[config.mk]
export PLATFORM = sky130hd
export DESIGN_NAME = lcsl_ram
export DESIGN_NICKNAME = d
export VERILOG_FILES = /design/src/sv/lcsl_ram.sv
export SDC_FILE = /design/constraint.sdc
export NUM_CORES = 1
export LEC_CHECK = 0
export BUFFER_PORTS_ARGS = -buffer_cell sky130_fd_sc_hd__buf_2
export CAP_MARGIN = 15
export CORE_ASPECT_RATIO = 1.2
export CORE_UTILIZATION = 60
export CTS_BUF_LIST = sky130_fd_sc_hd__clkbuf_16
export DETAILED_ROUTE_END_ITERATION = 10
export PLACE_DENSITY_LB_ADDON = 0.3
export SLEW_MARGIN = 20
export SYNTH_ARGS = -nofsm -noshare
export SYNTH_HDL_FRONTEND = slang
export SYNTH_SLANG_ARGS = --single-unit
export TNS_END_PERCENT = 100
[constraint.sdc]
create_clock -name i_clk -period 5.1 [get_ports i_clk]
set_input_delay 0.765 -clock i_clk [delete_from_list [all_inputs] [get_ports i_clk]]
set_output_delay 0.765 -clock i_clk [all_outputs]
set_load 0.03 [all_outputs]
[src/sv/lcsl_ram.sv]
// Generic single-port-write, single-port-read RAM with registered read data.
module lcsl_ram #(
    parameter int WIDTH = 8,
    parameter int DEPTH = 16
) (
    input  logic                                      i_clk,
    input  logic                                      i_we,
    input  logic [((DEPTH > 1) ? $clog2(DEPTH) : 1)-1:0] i_waddr,
    input  logic [WIDTH-1:0]                          i_wdata,
    input  logic                                      i_re,
    input  logic [((DEPTH > 1) ? $clog2(DEPTH) : 1)-1:0] i_raddr,
    output logic [WIDTH-1:0]                          o_rdata
);

    logic [WIDTH-1:0] r_mem [DEPTH];
    logic [WIDTH-1:0] r_rdata;

    always_ff @(posedge i_clk) begin
        if (i_we) begin
            r_mem[i_waddr] <= i_wdata;
        end
        if (i_re) begin
            r_rdata <= r_mem[i_raddr];
        end
    end

    assign o_rdata = r_rdata;

endmodule

; Yosys cells after proc, flatten, opt, wreduce, memory -nomap -nowiden
; Memories as Yosys holds them, arrays and structs flattened. A register that Yosys moved wholly into a read port is not among the register bits.
; Cells that the tools add are included.
[word_totals]
regBits = 0
latchBits = 0
ram_bits = 128
romBits = 0
inputBits = 19
out_inout_bits = 8
wordCells = 3
memories = 1
[op_classes]
addsub = 0
mul = 0
n_div = 0
n_lt_le_gt_ge = 0
eq_ne = 0
shift = 0
mux = 2
n_bitwise = 0
reduce_logical = 0
[memory_table]
columns = memory, words, word_bits, rd, rd_ports_with_merged_regs, wr, line
row1 = r_mem, 16, 8, 1, 1, 1, 15  ; logic [WIDTH-1:0] r_mem [DEPTH];
[ops]
columns = op, count
row1 = $mux 1, 2

; Logic depth before layout (Yosys ltp)
[depth]
depth_word = 2
mapped_depth = 5

; Worst setup path before layout
; No wires, ideal clock.
[synth_timing]
kind = input to register
from = input port i_waddr[2] in the netlist's numbering
to = memory r_mem[0][0] (enable)
setup_time_ps = 383
arrival_time_ps = 1875
required_ps = 4717
setup_slack_ps = 2842
cell_stages = 2
path_buffers = 0
cell_sequence = or3b_2 nor3_1
[synth_rtl]
columns = element, line
row1 = "start, declared", 8  ; input logic [((DEPTH > 1) ? $clog2(DEPTH) : 1)-1:0] i_waddr,
row2 = "end, declared", 15
; No word-level cell before the write port.

==> run_results.csv <==
group,metric,value,unit
setup_path,slowest_delay,0.78,ns
setup_path,cp.depth,4,
cts,postCtsSetupRepairBufs,0,
power_and_ir_drop,ir_drop,0.370,mV
floorplan,rows,36,
setup_path,required,5.25,ns
logic_synthesis,synth_area_leaders,"edfxtp_1 78%, mux4_2 7.8%, mux4_1 7.0%, a22oi_1 2.3%, nor2_1 0.93%",
final_layout,fill_cells,506,
final_layout,diodes,0,
final_layout,synthToLayoutAreaGrowth,14.9,%
setup_path,cp_max_fo,32,
placement,place.gp.congestion,0.715,
setup_path,critPathKind,"input port to register",
cts,root_buffer,"clkbuf_16",
setup_path,ff2ff_setup_slack,3.63,ns
setup_path,cp-end-kind,"register",
placement,placed_cells,361,
global_routing,grt_pass1_vias,2394,
timing,fin_setup_tns,0,ns
detailed_routing,dr_total_vias,2368,
timing,finalSetupViolCount,0,
timing,fmax,412,MHz
global_routing,grt_pass1_wl,13600,um
timing,worst_slew_pin_slew,1.05,ns
timing,skew,0.0117,ns
global_routing,antenna_found_initial,0,
cts,cts_resized,0,
detailed_routing,drt-total-wl,8770,um
logic_synthesis,synth_top_area_frac,0.781,
logic_synthesis,netlist_instances,229,
final_layout,finalNetCount,285,
cts,insertion_delay,0.41,ns
cts,cts.clk_slew.worst_paths,0.06,ns
cts,clock_path_buffers,2,
global_routing,grt_max_degree,33,
setup_path,crit_chain,"buf_2 -> mux4_1 -> a22oi_1 -> nand2_1",
logic_synthesis,seq_area_frac_synth,0.781,
placement,hpwl,5480,um
logic_synthesis,ys_types,18,
cts,cts.sinks,136,
timing,rsz0062_at_grt,"no",
status,outcome,"finished, final reports clean",
logic_synthesis,ys_warn_count,0,
floorplan,core,8290,um2
setup_path,ff2ff_path_depth,3,
logic_synthesis,ys_seq_elements,136,
final_layout,drive_gt1_frac,0.269,
setup_path,crit_family,"buffers and inverters",
final_layout,final_cell_mix,"136 x edfxtp_1, 26 x buf_2, 18 x mux4_2",
timing,final.period_utilization,0.476,
cts,cts_tree,"done",
global_routing,overflow,0,
cts,h-tree-depth,4,
placement,portBuffers,26,
final_layout,seq_area,4080,um2
final_layout,stdcell_count,393,
floorplan,die_w,87.2,um
timing,post-route-min-period,2.43,ns
power_and_ir_drop,power.density,422,nW/um2
logic_synthesis,synth_top_cell_by_area,"edfxtp_1",
power_and_ir_drop,p_leak,2.01,nW
setup_path,r2r_start,"r_mem[1][5]",
floorplan,initial_utilization,0.631,
timing,final_max_slew_viol_count,0,
final_layout,multi_input_area,1070,um2
timing,slew_headroom,0.300,
setup_path,crit_buf_inv,1,
setup_path,slowest_stage,"buf_2",
setup_path,crit_end,"o_rdata[5]",
setup_path,worstPathArrival,2.57,ns
timing,hold_viol,0,
detailed_routing,routed_via_density,6.03,
flow_run,maxCapViolCount,0,
detailed_routing,drc_errors,0,
logic_synthesis,synth_nets,248,
detailed_routing,ant_nets,0,
final_layout,layout_commonest_cell,"edfxtp_1",
logic_synthesis,syn_area,5230,um2
detailed_routing,drt-pass1-iter-count,4,
min_path,hold_path.class,"input port to register",
setup_path,cp-start-kind,"input port",
cts,cts_buffers,17,
setup_path,critPathLaunch,"i_raddr[0]",
logic_synthesis,syn_area_per_cell,22.8,um2
detailed_routing,routedWlPerCell,22.3,um
setup_path,r2r_end,"o_rdata[5]",
global_routing,grt_usage,0.221,
floorplan,top_level_ports,27,
detailed_routing,drt_iter0_markers,207,
cts,cts.hold.buffers_added,0,
floorplan,dieHeight,104,um
floorplan,die-area,9090,um2
[report_power, final]
| part | total, mW | switching [mW] | internal (mW) |
|---|---|---|---|
| combinational | 0.115 | 0.0713 | 0.0437 |
| clock | 1.15 | 0.405 | 0.750 |
| sequential | 1.27 | 0.00595 | 1.26 |
[state kept, by name, summed over array words and instances, names as in the netlist]
signal and flops:
o_rdata 8, r_mem 128
[stage by stage]
step                      utilization  total power, mW  hold slack [ns]  instance area, um2  worst slack, ns
final                           0.725             2.54            0.718                6010             2.67
after global routing            0.725             2.61            0.710                6010             2.53
after CTS                       0.725             2.55            0.714                6010             2.66
after detailed placement        0.656             1.40            0.728                5440             2.24
after global placement          0.656             1.40            0.717                5430             2.23
after floorplan                     -             1.36            0.705                5230             2.84
[layout make-up]
class / instances / share of cell area
sequential: 136 / 0.680
multi-input combinational: 83 / 0.178
clock buffer: 17 / 0.0708
timing repair buffer: 28 / 0.0242
clock inverter: 15 / 0.0237
tap: 114 / 0.0237
[cells by family (layout without fill, tap and decap cells)]
kind of cell | count (synthesis) | in the layout | synth area share
AND/OR/NAND/NOR | 35 | 35 | 0.0314
flip-flops | 136 | 136 | 0.781
buffers and inverters | 10 | 60 | 0.0165
AO/OA/AOI/OAI | 16 | 16 | 0.0230
multiplexers | 32 | 32 | 0.148
[cell usage after synthesis]
cell type and instances:
buf_2 3, nand2_1 9, nand3_1 1, clkdlybuf4s25_2 3, nand2b_1 2, nor3_1 4, buf_6 3, and2b_1 1
a22oi_1 16, or3b_2 1, mux4_1 14, nand3b_1 2, nor2b_1 1, edfxtp_1 136, nor2_1 13, and2_1 1
buf_4 1, mux4_2 18
[how the worst min path moves through the flow]
stage,start,to,depth (start not counted)
after detailed placement,r_mem[14][5],o_rdata[5],3
after global routing,i_re,o_rdata[4],1
final,i_re,o_rdata[4],1
after global placement,r_mem[15][5],o_rdata[5],3
after floorplan,r_mem[7][0],o_rdata[0],3
after CTS,i_re,o_rdata[4],1
[metal layers]
layer	vias to the layer above	wire length, um	track usage
li1	1061	-	-
met1	1202	3720	0.311
met2	92	4320	0.321
met3	13	511	0.0643
met4	0	212	0.111
met5	-	0	0
No activity file was read; power rests on OpenSTA's default activity.
